===== src/rtl/assert_macros.svh =====
// ---------------------------------------------------------------------------
// assert_macros.svh
// Shared concurrent assertion macros for the address translator RTL.
// ---------------------------------------------------------------------------
`ifndef ASSERT_MACROS_SVH
`define ASSERT_MACROS_SVH

// expression holds at every clock edge out of reset
`define PTAT_ASSERT_HOLDS(lbl, ck, rn, expr, msg) \
    lbl: assert property (@(posedge ck) disable iff (!rn) (expr)) \
        else $error(msg);

// antecedent implies consequent in the same cycle
`define PTAT_ASSERT_IMPL(lbl, ck, rn, ante, cons, msg) \
    lbl: assert property (@(posedge ck) disable iff (!rn) (ante) |-> (cons)) \
        else $error(msg);

// antecedent implies consequent in the next cycle
`define PTAT_ASSERT_NEXT(lbl, ck, rn, ante, cons, msg) \
    lbl: assert property (@(posedge ck) disable iff (!rn) (ante) |=> (cons)) \
        else $error(msg);

`endif


===== src/rtl/ptat_mul.sv =====
// ---------------------------------------------------------------------------
// ptat_mul
// Shift-add multiply-accumulate modulo 2^W, stops once the multiplier empties.
// ---------------------------------------------------------------------------
`default_nettype none

module ptat_mul #(
    parameter int W = 40
) (
    input  wire logic         clk,
    input  wire logic         rst_n,
    input  wire logic         start,
    input  wire logic [W-1:0] mcand,
    input  wire logic [W-1:0] mplier,
    input  wire logic [W-1:0] addend,
    output logic              done,
    output logic [W-1:0]      result
);

    logic [W-1:0] acc_reg, acc_next;
    logic [W-1:0] mcand_reg, mcand_next;
    logic [W-1:0] mplier_reg, mplier_next;
    logic         busy_reg, busy_next;
    logic         done_reg, done_next;

    always_comb
    begin
        acc_next    = acc_reg;
        mcand_next  = mcand_reg;
        mplier_next = mplier_reg;
        busy_next   = busy_reg;
        done_next   = 1'b0;
        if (start)
        begin
            acc_next    = addend;
            mcand_next  = mcand;
            mplier_next = mplier;
            busy_next   = 1'b1;
        end
        else if (busy_reg)
        begin
            if (mplier_reg == '0)
            begin
                busy_next = 1'b0;
                done_next = 1'b1;
            end
            else
            begin
                if (mplier_reg[0])
                begin
                    acc_next = acc_reg + mcand_reg;
                end
                mcand_next  = {mcand_reg[W-2:0], 1'b0};
                mplier_next = {1'b0, mplier_reg[W-1:1]};
            end
        end
    end

    always_ff @(posedge clk or negedge rst_n)
    begin
        if (!rst_n)
        begin
            busy_reg <= 1'b0;
            done_reg <= 1'b0;
        end
        else
        begin
            busy_reg <= busy_next;
            done_reg <= done_next;
        end
    end

    always_ff @(posedge clk)
    begin
        acc_reg    <= acc_next;
        mcand_reg  <= mcand_next;
        mplier_reg <= mplier_next;
    end

    assign done   = done_reg;
    assign result = acc_reg;

endmodule

`default_nettype wire


===== config.mk =====
export PLATFORM = sky130hd
export DESIGN_NAME = ptat_mul
export DESIGN_NICKNAME = d
export VERILOG_FILES = /design/src/rtl/assert_macros.svh /design/src/rtl/ptat_mul.sv
export SDC_FILE = /design/constraint.sdc
export NUM_CORES = 1
export LEC_CHECK = 0
export BUFFER_PORTS_ARGS = -buffer_cell sky130_fd_sc_hd__buf_2
export CAP_MARGIN = 20
export CORE_MARGIN = 2
export CORE_UTILIZATION = 55
export DETAILED_ROUTE_END_ITERATION = 16
export PLACE_DENSITY = 0.77
export SETUP_SLACK_MARGIN = 0.5
export SLEW_MARGIN = 20
export SYNTH_ARGS = -nofsm -noshare
export SYNTH_HDL_FRONTEND = slang
export SYNTH_SLANG_ARGS = --single-unit

===== constraint.sdc =====
create_clock -name clk -period 12.83 [get_ports clk]
set_clock_uncertainty 0.15 [all_clocks]
set_input_delay 1.283 -clock clk [delete_from_list [all_inputs] [get_ports clk]]
set_output_delay 1.283 -clock clk [all_outputs]
set_load 0.01 [all_outputs]

After elaboration in Yosys (flattened, before gate mapping)
Index checks and enable logic that the tools add are counted.
Word-level totals
  register bits after elaboration: 122
  bits in latches: 0
  bits in writable memories: 0
  memory bits (read-only): 0
  input bits: 123
  output and inout bits: 41
  memories kept: 0
Cells by class
  add/subtract/negate cells: 1
  multipliers: 0
  divide/modulo/power cells: 0
  order comparisons: 0
  equality and inequality tests: 1
  shift operators: 0
  muxes and demuxes: 16
  bitwise operators: 0
  reduce and logical (&&, ||, !) cells: 5
Operator list (count)
  2-to-1 mux 40 bit: 10
  adder 40 bit: 1
  zero test 40 bit: 1
  2-to-1 mux 1 bit: 6
  nonzero test 2 bit: 2
  AND reduction 3 bit: 1
  inequality test 2 bit, second input constant: 1
  AND reduction 2 bit: 1

Logic depth before layout (Yosys ltp)
  depth in word-level cells: 5
  mapped depth: 11
  gate-level depth less buffers: 11

Worst setup path before layout
OpenSTA, ideal clock, no wires.
  path type: in2reg
  from: in start
  to: reg mcand_reg[0] (enable)
  setup time: 0.519 ns
  arrival: 5.577 ns
  required time: 12.161 ns
  slack: 6.584 ns
  stages: 5
  buffers on the path: 3
  path through: clkbuf_1 clkbuf_1 buf_1 nor2_1 nor2_1
Between the ends
  word-level cells in the longest chain between the ends: 2
  elaborated cells on any way between the ends: 3
  classes of those cells: eq/ne: 1; reduce/logical: 2
Ends and longest elaborated chain
  start, declared: RTL line ptat_mul.sv:12  | input wire logic start,
  inequality test 2 bit (no source line) / nonzero test 2 bit (equally long branches)
  AND reduction 2 bit (no source line) (*)
  end signal, assigned: RTL line ptat_mul.sv:76  | mcand_reg <= mcand_next;
  end, declared: RTL line ptat_mul.sv:21  | logic [W-1:0] mcand_reg, mcand_next;
Mark *: on every way between the ends. The rest lies on a longest branch, timed or not.
A chain may end at the register's enable or synchronous reset.

Worst setup path in the final report
  from: in start
  to: reg mcand_reg[30] (enable)
Same word-level chain as after synthesis.

==> flow_summary_export.csv <==
group,metric,value,unit
routing,drtIter0Drc,374,
sta,setup_viol,0,
routing,top_layer_used,"met5",
critical_path,cp_data_required_time,12.73,ns
synth,synth_cell_types,48,
critical_path,crit_fanout,95,
floorplan,rows,42,
sta,fmax,258.0,MHz
placed_design,port_buffers,163,
global_routing,grt_pass1_vias,5797,
floorplan,die_x,119.6,µm
critical_path,crit_arrival,3.78,ns
sta,slew_violations,0,
placed_design,hpwl,12.75,mm
placed_design,dp_cells,964,
synth,synthesis.area,7346,µm²
min_path,hp-class,"reg2reg",
synth,synth_ff_type,"edfxtp_1",
synth,synth_compound_area_frac,0.1482,
synth,synth.mux.area_fraction,0.1196,
floorplan,dieArea,14300,µm²
clock_network,postCtsSetupRepairBufs,0,
synth,ys_seq_elements,122,
synth,synth_xor_area_frac,0.04173,
power_and_ir_drop,p_leak,0.003802,µW
clock_network,cts.repair.resized,0,
routing,drc_errors,0,
routing,wire_per_inst,17.71,µm
sta,slew_headroom,0.3491,
synth,syn_inst,652,
floorplan,core_area,13140,µm²
run,maxCapViolCount,0,
sta,min_period,3.876,ns
clock_network,cts_buffer_depth,2,
routing,via_per_inst,5.748,
routing,met2_length,8.677,mm
routing,wl_met1,7.581,mm
layout,utilization,0.6812,
layout,syn2layout_area_growth,21.84,%
routing,firstDrtPassIters,5,
layout,ff_latch_area,3654,µm²
layout,fillers,1025,
floorplan,die_h,119.6,µm
clock_network,ctsHoldBuffers,0,
power_and_ir_drop,power,1801,µW
layout,design_area,8950,µm²
sta,fin_setup_tns,0,ns
clock_network,clk_pin_slew,0.06,ns
clock_network,cts_tree,"done",
critical_path,timing.rr.start,"mcand_reg[0]",
run_status,outcome,"complete, no violations",
critical_path,r2r_setup_slack,9.28,ns
sta,hold_viol_final,0,
synth,synth_edf_count,120,
global_routing,grt_pass1_wl,28.41,mm
clock_network,cts_buffers,17,
critical_path,crit_type,"in2reg",
layout,layoutNonFillerInstCount,998,
routing,vias,5737,
power_and_ir_drop,peakVddDrop,0.1304,mV
sta,rsz0062_at_grt,"false",
synth,synth_top_family_by_area,"compound AO/OA/AOI/OAI gates",
floorplan,io_pins,164,
min_path,hp-start,"busy_reg",
synth,yosys.area_share.simple,0.1036,
layout,multiInputGateArea,3555,µm²
global_routing,grt_max_degree,96,
synth,syn_avg_cell_area,11.27,µm²
power_and_ir_drop,power_density,201.2,nW/µm²
synth,yosys_warnings,0,
clock_network,clock-root-buffer,"clkbuf_16",
global_routing,grt_overflow,0,
synth,syn_nets,815,
placed_design,placed_cell_area,8307,µm²
clock_network,clk_latency,0.43,ns
layout,fin_nets,971,
synth,synth_fa_ha_area_frac,0.06915,
clock_network,clkSinkCount,122,
floorplan,start_util,0.5591,
synth,ys_seq_area_frac,0.4974,
routing,totalWireLength,17.68,mm
sta,finalCritPeriodShare,0.3021,
layout,mostFrequentLayoutCells,"buf_2 (162), edfxtp_1 (120), mux2_2 (78)",
clock_network,cts_max_level,4,
global_routing,grtUsageTotal,0.2535,
synth,synthArstFlopShare,0.01639,
layout,layout_commonest_cell,"buf_2",
critical_path,critPathLaunchType,"input port",
critical_path,critPathCaptureType,"flop",
layout,drive_gt1_frac,0.3447,
routing,wl_met3,1.111,mm
critical_path,crit_path_start,"start",
placed_design,routabilityCongestion,0.8975,
sta,max_slew.worst_pin.slew,0.9764,ns
global_routing,antenna_found_initial,1,
routing,ant_nets,0,
per-stage QoR:
step                      worst slack [ns]  hold slack, ns
after floorplan                      6.584          0.3046
after global placement               8.398          0.3260
after detailed placement             8.218          0.3494
after CTS                            8.679          0.3702
after global routing                 8.696          0.3839
final                                8.954          0.3599
cells by family after synthesis:
group / after synthesis
xor gates and xnor gates: 35
and+or+nand+nor: 166
muxes: 78
adders and majority gates: 40
DFF: 122
AOI/OAI and AO/OA: 171
buffers and inverters: 40
where the power goes:
group,total [µW],switching [µW],internal [µW]
Combinational,719,413,305
Clock,498,189,309
Sequential,585,47.5,537
Total,1800,650,1150
worst max-delay path, cell delays in order:
cell and delay (ns):
buf_4 0.74, nor2_1 0.19, nand4_1 0.15, nor3_1 0.11, nor2_4 0.48, buf_16 0.24, buf_4 0.55
Yosys cell counts (all sizes together), types with 3 or more instances:
master / instances / share of area
a211oi: 4 / 0.0041
nand3: 10 / 0.0068
xor2: 20 / 0.024
o21ai: 50 / 0.034
mux2: 78 / 0.12
nor2: 26 / 0.013
nand2b: 4 / 0.0034
clkbuf: 24 / 0.012
and3: 6 / 0.0051
inv: 10 / 0.0051
nand4: 8 / 0.0068
nor3b: 3 / 0.0031
nor3: 12 / 0.0082
xnor2: 15 / 0.018
o31ai: 3 / 0.0031
nand2: 76 / 0.039
edfxtp: 120 / 0.49
o21bai: 10 / 0.010
buf: 6 / 0.0031
a31oi: 6 / 0.0051
a211o: 3 / 0.0036
o21a: 9 / 0.0092
a21oi: 37 / 0.025
and2: 4 / 0.0034
or2: 3 / 0.0026
a21o: 26 / 0.027
o211ai: 5 / 0.0051
nor4: 12 / 0.010
ha: 39 / 0.066
metal layers:
layer | vias to the layer above | global-route usage
met1 | 2711 | 0.3257
li1 | 2809 | -
met4 | 2 | 0.08382
met2 | 190 | 0.4204
met5 | - | 0
met3 | 25 | 0.06511
path summary, 6_finish.rpt:
path | to | cells after the start
worst max-delay path | mcand_reg[30] | 7
worst min-delay path | done | 1
worst max register to register | result[36] | 11
worst min register to register | done | 1
max in group asynchronous | done | 1
min in group asynchronous | busy_reg | 1
layout make-up:
type / instances / area share
diodes: 1 / 0.0002796
multi-input cells: 490 / 0.3972
well taps: 176 / 0.02461
repair buffers: 167 / 0.09702
inverters: 10 / 0.004194
clock buffers: 17 / 0.04753
clock inverters: 15 / 0.02097
flip-flops and latches: 122 / 0.4082
Note: power is estimated with default switching activity, not from simulation.
