File: config.mk
export PLATFORM = sky130hd
export DESIGN_NAME = ptat_divider
export DESIGN_NICKNAME = d
export VERILOG_FILES = /design/src/rtl/assert_macros.svh /design/src/rtl/ptat_divider.sv
export SDC_FILE = /design/constraint.sdc
export NUM_CORES = 1
export LEC_CHECK = 0
export BUFFER_PORTS_ARGS = -buffer_cell sky130_fd_sc_hd__buf_2
export CORE_MARGIN = 5
export CORE_UTILIZATION = 23
export DETAILED_ROUTE_END_ITERATION = 12
export SLEW_MARGIN = 10
export SYNTH_ARGS = -nofsm -noshare
export SYNTH_HDL_FRONTEND = slang
export SYNTH_SLANG_ARGS = --single-unit
export TNS_END_PERCENT = 5
File: constraint.sdc
create_clock -name clk -period 4 [get_ports clk]
set_clock_uncertainty 0.15 [all_clocks]
set_input_delay 0.2 -clock clk [delete_from_list [all_inputs] [get_ports clk]]
set_output_delay 0.2 -clock clk [all_outputs]
set_load 0.005 [all_outputs]
File: src/rtl/assert_macros.svh
// ---------------------------------------------------------------------------
// assert_macros.svh
// Shared concurrent assertion macros for the address translator RTL.
// ---------------------------------------------------------------------------
`ifndef ASSERT_MACROS_SVH
`define ASSERT_MACROS_SVH

// expression holds at every clock edge out of reset
`define PTAT_ASSERT_HOLDS(lbl, ck, rn, expr, msg) \
    lbl: assert property (@(posedge ck) disable iff (!rn) (expr)) \
        else $error(msg);

// antecedent implies consequent in the same cycle
`define PTAT_ASSERT_IMPL(lbl, ck, rn, ante, cons, msg) \
    lbl: assert property (@(posedge ck) disable iff (!rn) (ante) |-> (cons)) \
        else $error(msg);

// antecedent implies consequent in the next cycle
`define PTAT_ASSERT_NEXT(lbl, ck, rn, ante, cons, msg) \
    lbl: assert property (@(posedge ck) disable iff (!rn) (ante) |=> (cons)) \
        else $error(msg);

`endif

File: src/rtl/ptat_divider.sv
// ---------------------------------------------------------------------------
// ptat_divider
// Restoring divider, one quotient bit per cycle, W steps after start.
// ---------------------------------------------------------------------------
`default_nettype none

module ptat_divider #(
    parameter int W = 41
) (
    input  wire logic         clk,
    input  wire logic         rst_n,
    input  wire logic         start,
    input  wire logic [W-1:0] dividend,
    input  wire logic [W-1:0] divisor,
    output logic              busy,
    output logic              done,
    output logic [W-1:0]      quotient,
    output logic [W-1:0]      remainder
);

    localparam int CW = $clog2(W + 1);
    localparam logic [CW-1:0] STEPS = CW'(W);
    localparam logic [CW-1:0] LAST  = CW'(1);

    logic [W-1:0]  quot_reg, quot_next;
    logic [W-1:0]  rem_reg, rem_next;
    logic [W-1:0]  dsr_reg, dsr_next;
    logic [CW-1:0] cnt_reg, cnt_next;
    logic          busy_reg, busy_next;
    logic          done_reg, done_next;
    logic [W:0]    trial;

    assign trial = {rem_reg, quot_reg[W-1]};

    always_comb
    begin
        quot_next = quot_reg;
        rem_next  = rem_reg;
        dsr_next  = dsr_reg;
        cnt_next  = cnt_reg;
        busy_next = busy_reg;
        done_next = 1'b0;
        if (start)
        begin
            quot_next = dividend;
            rem_next  = '0;
            dsr_next  = divisor;
            cnt_next  = STEPS;
            busy_next = 1'b1;
        end
        else if (busy_reg)
        begin
            if (trial >= {1'b0, dsr_reg})
            begin
                rem_next  = W'(trial - {1'b0, dsr_reg});
                quot_next = {quot_reg[W-2:0], 1'b1};
            end
            else
            begin
                rem_next  = trial[W-1:0];
                quot_next = {quot_reg[W-2:0], 1'b0};
            end
            cnt_next = cnt_reg - LAST;
            if (cnt_reg == LAST)
            begin
                busy_next = 1'b0;
                done_next = 1'b1;
            end
        end
    end

    always_ff @(posedge clk or negedge rst_n)
    begin
        if (!rst_n)
        begin
            busy_reg <= 1'b0;
            done_reg <= 1'b0;
            cnt_reg  <= '0;
        end
        else
        begin
            busy_reg <= busy_next;
            done_reg <= done_next;
            cnt_reg  <= cnt_next;
        end
    end

    always_ff @(posedge clk)
    begin
        quot_reg <= quot_next;
        rem_reg  <= rem_next;
        dsr_reg  <= dsr_next;
    end

    assign busy      = busy_reg;
    assign done      = done_reg;
    assign quotient  = quot_reg;
    assign remainder = rem_reg;

endmodule

`default_nettype wire

# Word level (Yosys, flattened, before mapping)
# Cells that the tools add are included.
# totals
register_bits	131
inputBits	85
output_inout_bits	84
word_cells	23
# op_classes
n_addsub	2
order_cmp	1
eq_ne	1
mux	12
n_reduce_logical	1
# op_table
cell	n
$mux W41	3
$ge A42 B41 Y1	1
$sub A41 B41 Y41	1
$mux W6	2
$mux W1	7
$eq A6 B1 Y1 const B	1
$sub A6 B1 Y6 const B	1
$reduce_bool A2 Y1	1

# Longest topological paths before layout
# Gate-level depths: netlist (run 1).
# logic_depth
word_depth	4
mapped_depth	15
ltp_nobuf	13

# Worst setup path before layout (run 1)
# Ideal clock, no wire load.
# synth_timing
kind	register -> register
from	register quot_reg[40] (netlist: quotient[40])
to	register quot_reg[0] (netlist: quotient[0]), data pin
setup_ns	0.260
arrival_time_ns	3.109
required_time_ns	3.590
slack_ns	0.482
stages_incl_launch_ff	15
path_buffers	2
synth_period_minus_slack_ns	3.518
cell_sequence	edfxtp_1 inv_1 ha_1 inv_1 fa_1 a21o_1 a311o_2 a31oi_2 o21ai_2 a21oi_2 a2111oi_4 or2_1 buf_4 buf_6 mux2_2
# synth_via
elab_chain_len	4
# synth_lines
item	line_no	source
start, declared	ptat_divider.sv:25	logic [W-1:0] quot_reg, quot_next;
start signal, assigned	ptat_divider.sv:90	quot_reg <= quot_next;
$ge A42 B41 Y1	ptat_divider.sv:53	if (trial >= {1'b0, dsr_reg})
$mux W1	ptat_divider.sv:53	
$mux W41	ptat_divider.sv:51	else if (busy_reg)
$mux W41	ptat_divider.sv:43	if (start)
named net quot_next[0]	ptat_divider.sv:25	
# The timed path passes the listed nets, and every way through them passes these cells. The select of a mux whose other input is x is not followed.
# A chain may end at the register's enable or synchronous reset.

# Final worst setup path (run 1)
# Ends and elaborated chain as after synthesis.

==> results of run 1 <==
==> area by class of cell <==
class / instances / area (sq um) / area share (%)
Sequential cell: 131 / 3480 / 33.1
Inverter: 55 / 206 / 1.96
Timing Repair Buffer: 262 / 1760 / 16.7
Multi-Input combinational cell: 524 / 3880 / 36.9
Tap cell: 448 / 561 / 5.33
Clock inverter: 15 / 205 / 1.95
Clock buffer: 17 / 425 / 4.05
==> kinds of logic (layout without fill, tap and decap cells) <==
family          after synthesis  count (layout)
fa+ha+maj                    44              44
mux                          65              65
xor+xnor                     36              36
simple gates                193             193
flops                       131             131
buf+inv                      94             349
compound gates              186             186
==> worst register-to-register path, stage by stage (launching register included) <==
cell and delay, ns:
edfxtp_1 0.40, inv_1 0.08, ha_1 0.15, inv_1 0.05
fa_1 0.40, a21o_1 0.23, a311o_2 0.41, a31oi_2 0.25
o21ai_2 0.10, a21oi_2 0.23, a2111oi_4 0.13, or2_2 0.32
buf_4 0.22, mux2_2 0.28
==> synth_stat cells, types with 11 or more instances <==
library cell	count
edfxtp_1	82
mux2i_1	24
clkbuf_1	29
a211oi_1	20
a21oi_1	42
nand2b_1	12
xnor2_1	23
nor2_1	60
inv_1	55
mux2_2	41
ha_1	43
nand4_1	11
nand2_1	48
nor3_1	14
o21ai_0	18
dfxtp_1	41
a21o_1	26
xor2_1	13
==> stage by stage <==
| step | utilization [%] | cell area [sq um] | worst slack [ns] | hold slack, ns | power (mW) |
|---|---|---|---|---|---|
| 2_1_floorplan | - | 7750 | 0.482 | -0.246 | 3.90 |
| 3_3_place_gp | 27.1 | 9050 | 0.403 | -0.0931 | 4.72 |
| 3_5_place_dp | 27.1 | 9050 | 0.373 | -0.0913 | 4.74 |
| 4_1_cts | 31.5 | 10500 | 0.359 | 0.0131 | 6.56 |
| 5_1_grt | 31.5 | 10500 | 0.153 | 0.0206 | 6.95 |
| 6_report | 31.5 | 10500 | 0.365 | 0.0210 | 6.51 |
==> how the worst max path moves through the flow <==
stage,cells after the start,start,end
2_1_floorplan,14,quotient[40]$_DFFE_PP_,quotient[0]$_DFFE_PP_
3_3_place_gp,13,quotient[40]$_DFFE_PP_,quotient[0]$_DFFE_PP_
3_5_place_dp,13,quotient[40]$_DFFE_PP_,quotient[0]$_DFFE_PP_
4_1_cts,13,quotient[40]$_DFFE_PP_,quotient[0]$_DFFE_PP_
5_1_grt,14,quotient[40]$_DFFE_PP_,remainder[19]$_SDFFE_PP0P_
6_report,13,quotient[40]$_DFFE_PP_,quotient[0]$_DFFE_PP_
==> where the power goes <==
| group | leakage (nW) | total, mW | internal [mW] | switching [mW] |
|---|---|---|---|---|
| Combinational | 3.00 | 2.84 | 1.25 | 1.59 |
| Clock | 0.300 | 1.71 | 1.05 | 0.660 |
| Sequential | 1.26 | 1.96 | 1.71 | 0.244 |
==> cells in the final DEF, fill, tap and decap left out, drive strengths merged, types with 5 or more instances in the layout <==
master and instances:
and3 6, a31oi 6, dfrtp 8, nand2 48
inv 58, clkinv 5, o211ai 8, a32oi 5
nand2b 12, xor2 13, xnor2 23, a211oi 20
dlygate4sd3 83, ha 43, a311oi 10, mux2 41
a21oi 44, buf 179, o21ai 21, dfxtp 41
o31ai 8, clkbuf 17, nand4 11, mux2i 24
a21o 26, nand3 9, nor3 14, nor2 61
o21bai 7, nor2b 8, edfxtp 82
==> metal layers <==
metal,GRT usage (%),wire length [microns]
met3,3.34,1410
met4,3.93,495
met1,15.5,10300
met5,0,0
met2,20.9,11500
==> what timing repair did <==
action                                 CTS  global route
buffers inserted                         0             0
endpoints found under the hold margin   90             0
hold buffers                            83             0
==> results.sh, run 1 <==
export IMPL_start_kind="flip-flop"
export IMPL_num_rows=67
export IMPL_initial_core_util_pct=23.2
export IMPL_synth_edf_count=82
export IMPL_cts_tree="done"
export IMPL_grt_pass1_wl_microns=37500
export IMPL_cts_htree_levels=4
export IMPL_min_period_ns=3.64
export IMPL_slew_viol_final=0
export IMPL_r2r_end="quotient[0]$_DFFE_PP_"
export IMPL_grtUsageTotal_pct=12.4
export IMPL_final_setup_viol_count=0
export IMPL_ant_nets=0
export IMPL_synthDistinctLibCells=72
export IMPL_syn_area_sq_um=7750
export IMPL_wire_per_inst_microns=16.3
export IMPL_drc=0
export IMPL_synth_top_area_share_pct=31.8
export IMPL_portBuffers=168
export IMPL_synth_mux_area_share_pct=9.06
export IMPL_synthCells=749
export IMPL_arrival_ns=3.66
export IMPL_crit_type="flip-flop to flip-flop"
export IMPL_drt_iter0_drc=422
export IMPL_irDropWorstVdd_mv=0.331
export IMPL_worst_setup_path_end_kind="flip-flop"
export IMPL_drive_above_1_share_pct=27.2
export IMPL_netlist_top_cell_by_area="edfxtp_1"
export IMPL_grt_max_degree=54
export IMPL_cts_buffers=17
export IMPL_cts_root_buf="clkbuf_16"
export IMPL_pin_count=169
export IMPL_placed_cells=1337
export IMPL_routed_via_count=6626
export IMPL_setup_tns_ns=0
export IMPL_clock_latency_ns=0.43
export IMPL_worst_pin_slew_ns=0.683
export IMPL_wirelength_microns=23600
export IMPL_crit_fanout=16
export IMPL_synth_nets=878
export IMPL_min_path_type="input port to async pin"
export IMPL_drtPass1Iterations=4
export IMPL_cp_common_cell="inv_1"
export IMPL_hpwl_microns=17300
export IMPL_min_period_over_period_pct=90.9
export IMPL_routed_via_density=4.56
export IMPL_fin_nets=1120
export IMPL_crit_required_ns=4.02
export IMPL_grt_pass1_vias=6862
export IMPL_clk_pin_slew_worst_paths_ns=0.06
export IMPL_fill_cells=3525
export IMPL_drv_cap=0
export IMPL_ys_seq_area_share_pct=44.9
export IMPL_clockBufferDepth=2
export IMPL_r2r_setup_slack_ns=0.36
export IMPL_synth_xor_area_share_pct=4.07
export IMPL_async_flop_share_pct=6.11
export IMPL_p_leak_nw=4.57
export IMPL_powerDensity_nw_per_um2=619
export IMPL_synth_top_family_by_area="compound AO/OA/AOI/OAI gates"
export IMPL_final_cell_count_no_fill=1452
export IMPL_cts_resized_gates=0
export IMPL_dieArea_sq_um=37500
export IMPL_yosysWarnings=0
export IMPL_synth_compound_area_share_pct=17.5
export IMPL_place_gp_congestion=0.830
export IMPL_relSlewSlack_pct=54.5
export IMPL_fp_dieH_microns=194
export IMPL_diodes=0
export IMPL_cpMaxStageDelayCell="a311o_2"
export IMPL_synth_area_per_cell_sq_um=10.3
export IMPL_synth_simple_area_share_pct=12.2
export IMPL_fmax_ghz=0.275
export IMPL_crit_chain="inv_1 > ha_1 > inv_1 > fa_1 > a21o_1 > a311o_2 > a31oi_2 > o21ai_2 > a21oi_2 > a2111oi_4 > or2_2 > buf_4 > mux2_2"
export IMPL_synthTopCellsByArea="edfxtp_1 (32%), dfxtp_1 (11%), ha_1 (6.9%), mux2_2 (6.0%), mux2i_1 (3.1%)"
export IMPL_die_width_microns=194
export IMPL_ys_flop_type="edfxtp_1"
export IMPL_hold_viol=0
export IMPL_core_area_sq_um=33400
export IMPL_outcome="finished clean"
export IMPL_grt_overflow_total=0
export IMPL_r2r_cells=13
export IMPL_cpLargestDelayFamily="compound AO/OA/AOI/OAI gates"
export IMPL_r2r_start="quotient[40]$_DFFE_PP_"
export IMPL_antenna_found_initial=0
export IMPL_synth_seq_cells=131
export IMPL_synth_fa_ha_area_share_pct=7.20
export IMPL_crit_buf_inv=3
export IMPL_area_delta_synth_final_pct=35.7
export IMPL_slowest_delay_ns=0.41
export IMPL_rsz0062_at_grt="false"
export IMPL_cts_sinks=131
No activity file was read; power rests on OpenSTA's default activity.
==> run 2: changes to the inputs <==
--- a/config.mk
+++ b/config.mk
@@ -5,6 +5,7 @@
 export SDC_FILE = /design/constraint.sdc
 export NUM_CORES = 1
 export LEC_CHECK = 0
+export ABC_AREA = 1
 export BUFFER_PORTS_ARGS = -buffer_cell sky130_fd_sc_hd__buf_2
 export CORE_MARGIN = 5
 export CORE_UTILIZATION = 23
==> run 2 against run 1 <==
Final area rose by 10%. Total power is 0.64% lower. Clock power decreased by 4%. Die area is 13% higher. Sequential power down 6%.
==> results.sh, run 2 <==
export IMPL_outcome="finished clean"
export IMPL_synthDistinctLibCells=39
export IMPL_relSlewSlack_pct=33.3
export IMPL_grt_pass1_wl_microns=46600
export IMPL_netlist_top_cell_by_area="edfxtp_1"
export IMPL_antenna_found_initial=0
export IMPL_clockBufferDepth=2
export IMPL_slew_viol_final=0
export IMPL_dp_slack_ns=1.01
export IMPL_worst_slack_ns=0.961
export IMPL_synth_most_common_cell="nand2_1"
export IMPL_initial_core_util_pct=23.3
export IMPL_r2r_setup_slack_ns=0.96
export IMPL_grt_pass1_vias=8681
export IMPL_routed_via_density=4.15
export IMPL_crit_fanout=43
export IMPL_die_width_microns=206
export IMPL_worst_setup_path_end_kind="flip-flop"
export IMPL_dieArea_sq_um=42300
export IMPL_drv_cap=0
export IMPL_powerDensity_nw_per_um2=557
export IMPL_utilization_pct=30.7
export IMPL_wire_per_inst_microns=14.5
export IMPL_drt_iter0_drc=465
export IMPL_arrival_ns=3.25
export IMPL_min_period_over_period_pct=76.0
export IMPL_area_delta_synth_final_pct=31.7
export IMPL_drtPass1Iterations=5
export IMPL_routed_via_count=8425
export IMPL_rsz0062_at_grt="false"
export IMPL_synth_edf_count=82
export IMPL_cts_htree_levels=4
export IMPL_crit_type="flip-flop to flip-flop"
export IMPL_final_common_cell="nand2_1"
export IMPL_ys_flop_type="edfxtp_1"
export IMPL_worst_pin_slew_ns=1.00
export IMPL_fin_nets=1635
export IMPL_hold_viol=0
export IMPL_num_rows=71
export IMPL_drive_above_1_share_pct=17.0
export IMPL_syn_area_sq_um=8810
export IMPL_cts_buffers=17
export IMPL_min_path_type="input port to flip-flop"
export IMPL_min_period_ns=3.04
export IMPL_final_setup_viol_count=0
export IMPL_irDropWorstVdd_mv=0.245
export IMPL_grt_overflow_total=0
export IMPL_yosysWarnings=0
export IMPL_cts_tree="done"
export IMPL_final_cell_mix="nand2_1 (490), inv_1 (211), buf_2 (167)"
export IMPL_grt_max_degree=64
export IMPL_clock_latency_ns=0.44
export IMPL_synthTopCellsByArea="edfxtp_1 (28%), nand2_1 (21%), dfxtp_1 (9.3%), inv_1 (9.0%), ha_1 (6.1%)"
export IMPL_cts_sinks=131
export IMPL_ys_seq_area_share_pct=39.5
export IMPL_drc=0
export IMPL_crit_required_ns=4.21
export IMPL_core_area_sq_um=37800
export IMPL_portBuffers=168
export IMPL_place_gp_congestion=0.949
export IMPL_fmax_ghz=0.329
export IMPL_hpwl_microns=22400
export IMPL_wirelength_microns=29400
export IMPL_post_cts_buffers=0
export IMPL_synth_top_area_share_pct=27.9
export IMPL_synth_seq_cells=131
export IMPL_ant_nets=0
export IMPL_fp_dieH_microns=206
export IMPL_holdWs_ns=0.0392
export IMPL_synthCells=1258
export IMPL_pin_count=169
export IMPL_cts_root_buf="clkbuf_16"
export IMPL_clk_pin_slew_worst_paths_ns=0.07
export IMPL_diodes=0
export IMPL_grtUsageTotal_pct=14.0
export IMPL_start_kind="flip-flop"
export IMPL_synth_nets=1387
export IMPL_setup_tns_ns=0
export IMPL_yosys_top_cells_count="nand2_1 (490), inv_1 (212), nand3_1 (96)"
export IMPL_p_leak_nw=6.03
export IMPL_synth_area_per_cell_sq_um=7.01
export IMPL_async_flop_share_pct=6.11
run 2: cell count changes after synthesis, moves of 18 or more:
cell	previous run	this run
a211oi_1	20	0
mux2i_1	24	0
mux2_2	41	0
clkbuf_1	29	11
nand3_1	9	96
inv_1	55	212
a21o_1	26	0
nand2_1	48	490
run 2: stage by stage:
step,power [mW],instances,cell area [sq um]
6_report,6.47,2030,11600
4_1_cts,6.55,2030,11600
3_3_place_gp,4.77,1915,10200
3_5_place_dp,4.79,1915,10200
5_1_grt,7.01,2030,11600
2_1_floorplan,3.95,1258,8810
run 2: cell type report:
class                      count  area [sq um]
tap                          511           639
fill                        4116         26100
inverter                     230           863
multi-input combinational    869          4310
timing repair buffer         257          1720
sequential                   131          3480
clock inverter                15           168
clock buffer                  17           425
run 2: power by group:
part | leakage (nW) | internal [mW] | switching [mW]
clock network | 0.287 | 0.937 | 0.704
logic | 4.46 | 1.10 | 1.87
registers | 1.28 | 1.68 | 0.176
run 2: final timing paths:
kind / start / to / depth (start not counted)
max: quotient[40]$_DFFE_PP_ / remainder[4]$_SDFFE_PP0P_ / 13
min: dividend[0] / quotient[0]$_DFFE_PP_ / 3
max reg2reg: quotient[40]$_DFFE_PP_ / remainder[4]$_SDFFE_PP0P_ / 13
min reg2reg: remainder[30]$_SDFFE_PP0P_ / remainder[30]$_SDFFE_PP0P_ / 2
max in group asynchronous: rst_n / cnt_reg[3]$_DFFE_PN0P_ / 3
min in group asynchronous: rst_n / busy$_DFF_PN0_ / 3
run 2: critical path, cell delays in order (launching register included):
cell and delay (ns):
edfxtp_1 0.39, inv_1 0.09, ha_1 0.14, inv_1 0.07
fa_1 0.45, nand3_1 0.14, nand3_2 0.12, nand2_1 0.13
nand3_2 0.11, nand2_4 0.44, nand2_8 0.32, nand2_1 0.17
nand3_1 0.09, o21ai_1 0.10
run 2: logic make-up (layout without fill, tap and decap cells):
kind of cell / after synthesis / after routing / share of synthesized area (%)
adder cells (fa/ha/maj): 44 / 44 / 6.33
AND/OR/NAND/NOR: 727 / 727 / 35.8
XOR/XNOR: 23 / 23 / 2.29
buffers and inverters: 258 / 519 / 11.6
flip-flops: 131 / 131 / 39.5
AO/OA/AOI/OAI: 75 / 75 / 4.46
run 2: what timing repair did:
action | in CTS | in global routing
hold buffers | 83 | 0
endpoints found under the hold margin | 89 | 0
resized for setup | 0 | 0
run 2: layer usage:
| metal | vias to the layer above | GRT usage, % | wire length [microns] |
|---|---|---|---|
| li1 | 4382 | - | - |
| met1 | 3802 | 18.6 | 13700 |
| met2 | 223 | 23.4 | 13600 |
| met3 | 18 | 3.03 | 1810 |
| met4 | 0 | 3.23 | 320 |
| met5 | - | 0 | 0 |
==> run 3: changes to the inputs <==
==> constraint.sdc (replaced) <==
create_clock -name clk -period 2.5 [get_ports clk]
set_clock_uncertainty 0.15 [all_clocks]
set_input_delay 0.125 -clock clk [delete_from_list [all_inputs] [get_ports clk]]
set_output_delay 0.125 -clock clk [all_outputs]
set_load 0.005 [all_outputs]
==> run 3 against run 2 <==
Sequential share of layout area is 2.6 points lower. Die area unchanged. Hold slack better by 0.21 ns. Total power rose by 78%. Non-clock buffer count grew 61. Maximum frequency is 26% higher. Setup slack worse by 0.87 ns. Critical path depth is 2 higher. First-iteration DRC count grew 16%. Register-to-register slack worse by 0.87 ns. Flip-flop and latch count unchanged. Wire length up 5.7%. Largest power group unchanged. Highest routed layer unchanged.
==> results.sh, run 3 (same netlist as run 2, synthesis figures left out) <==
export IMPL_final_cell_mix="nand2_1 (470), inv_1 (210), buf_2 (167)"
export IMPL_diodes=0
export IMPL_grtUsageTotal_pct=14.4
export IMPL_grt_overflow_total=0
export IMPL_start_kind="flip-flop"
export IMPL_cts_tree="done"
export IMPL_grt_pass1_wl_microns=47800
export IMPL_irDropWorstVdd_mv=0.515
export IMPL_cts_root_buf="clkbuf_16"
export IMPL_placed_cell_area_sq_um=10600
export IMPL_final_common_cell="nand2_1"
export IMPL_arrival_ns=2.57
export IMPL_wirelength_microns=31100
export IMPL_crit_type="flip-flop to flip-flop"
export IMPL_fmax_ghz=0.415
export IMPL_dieArea_sq_um=42300
export IMPL_crit_required_ns=2.66
export IMPL_use_met3_pct=3.80
export IMPL_antenna_found_initial=0
export IMPL_use_met2_pct=23.6
export IMPL_outcome="finished clean"
export IMPL_clock_latency_ns=0.44
export IMPL_drive_above_1_share_pct=24.2
export IMPL_min_period_ns=2.41
export IMPL_final_setup_viol_count=0
export IMPL_relSlewSlack_pct=64.0
export IMPL_fp_dieH_microns=206
export IMPL_r2r_cells=15
export IMPL_drc=0
export IMPL_hold_viol=0
export IMPL_ant_nets=0
export IMPL_drv_cap=0
export IMPL_drt_iter0_drc=541
export IMPL_setup_tns_ns=0
export IMPL_worst_slack_ns=0.0913
export IMPL_min_period_over_period_pct=96.3
export IMPL_powerDensity_nw_per_um2=903
export IMPL_wire_per_inst_microns=14.9
export IMPL_holdWs_ns=0.248
export IMPL_area_delta_synth_final_pct=44.2
export IMPL_worst_setup_path_end_kind="flip-flop"
export IMPL_min_path_type="input port to flip-flop"
export IMPL_clockBufferDepth=2
export IMPL_cp_startpoint="dsr_reg[16]$_DFFE_PP_"
export IMPL_initial_core_util_pct=23.3
export IMPL_pin_count=169
export IMPL_cts_sinks=131
export IMPL_portBuffers=168
export IMPL_crit_fanout=7
export IMPL_crit_path_end="remainder[6]$_SDFFE_PP0P_"
export IMPL_slew_viol_final=0
export IMPL_place_gp_congestion=0.943
export IMPL_clk_pin_slew_worst_paths_ns=0.07
export IMPL_cts_buffers=17
export IMPL_utilization_pct=33.7
export IMPL_rsz0062_at_grt="true"
export IMPL_r2r_setup_slack_ns=0.09
export IMPL_grt_max_degree=75
export IMPL_worst_pin_slew_ns=0.540
export IMPL_p_leak_nw=6.39
export IMPL_r2r_start="dsr_reg[16]$_DFFE_PP_"
export IMPL_core_area_sq_um=37800
export IMPL_cts_htree_levels=4
export IMPL_fin_area_sq_um=12700
export IMPL_die_width_microns=206
export IMPL_dp_slack_ns=-0.00170
export IMPL_gr_usage_met1_pct=18.7
export IMPL_grt_pass1_vias=8883
export IMPL_drtPass1Iterations=6
export IMPL_r2r_end="remainder[6]$_SDFFE_PP0P_"
export IMPL_hpwl_microns=23200
export IMPL_num_rows=71
export IMPL_routed_via_density=4.24
export IMPL_routed_via_count=8870
export IMPL_fin_nets=1696
export IMPL_grt_busiest_layer="met2"
## run 3: changes by cell type in the layout (fill, tap and decap cells not counted), sizes merged
cell	change
buf	+57
clkinv	+3
bufinv	-1
dlygate4sd3	+2
inv	-4
clkbuf	+4
## run 3: area by class of cell
class	instances	area, sq um
Clock inverter	13	121
Tap cell	511	639
Timing Repair Buffer	318	2350
Multi-Input combinational cell	869	4800
Inverter	230	863
Sequential cell	131	3480
Fill cell	3996	25000
Clock buffer	19	454
## run 3: critical path, stage by stage, from the launching register on
cell and delay (ns):
edfxtp_1 0.32, inv_1 0.09, ha_4 0.31, nand2_2 0.08, nor2_4 0.14, nand2_1 0.09, nor2_2 0.13, nand3b_1 0.15
nand3_4 0.12, nor2_8 0.06, buf_12 0.13, nand2_8 0.10, buf_4 0.17, nand2_1 0.07, nand3_1 0.08, o21ai_1 0.07
## run 3: layer usage
metal  share of wire [%]  routed length, microns  vias to the layer above
met5                   0                       0                        -
met4                 2.4                     756                        0
met3                 6.5                    2020                       45
met2                  46                   14400                      266
met1                  45                   13900                     4037
li1                    -                       -                     4522
## run 3: worst min-delay path by stage
stage,cells past startpoint,slack (ns),startpoint,endpoint
final,2,0.25,divisor[32],dsr_reg[32]$_DFFE_PP_
after floorplan,0,-0.32,rst_n,busy$_DFF_PN0_
after CTS,2,0.22,divisor[3],dsr_reg[3]$_DFFE_PP_
after global routing,2,0.23,divisor[35],dsr_reg[35]$_DFFE_PP_
after detailed placement,1,-0.17,rst_n,busy$_DFF_PN0_
after global placement,1,-0.18,rst_n,busy$_DFF_PN0_
## run 3: what timing repair did
action | CTS | global route
resized for setup | 2 | 90
gates cloned | 0 | 2
hold buffers | 85 | 0
buffers inserted | 0 | 10
hold endpoints to repair | 101 | 0
pin swaps | 0 | 9
endpoints found under the setup margin | 4 | 41
## run 3: report_power, final
group          switching [mW]  internal [mW]  total (mW)
registers               0.345           2.68        3.03
logic                    3.33           2.62        5.95
clock network            1.06           1.44        2.50
## run 3: through the flow
step | total power [mW] | std cells
6_report | 11.5 | 2091
5_1_grt | 12.4 | 2091
4_1_cts | 10.8 | 2079
3_5_place_dp | 8.15 | 1962
3_3_place_gp | 8.13 | 1962
2_1_floorplan | 6.32 | 1258
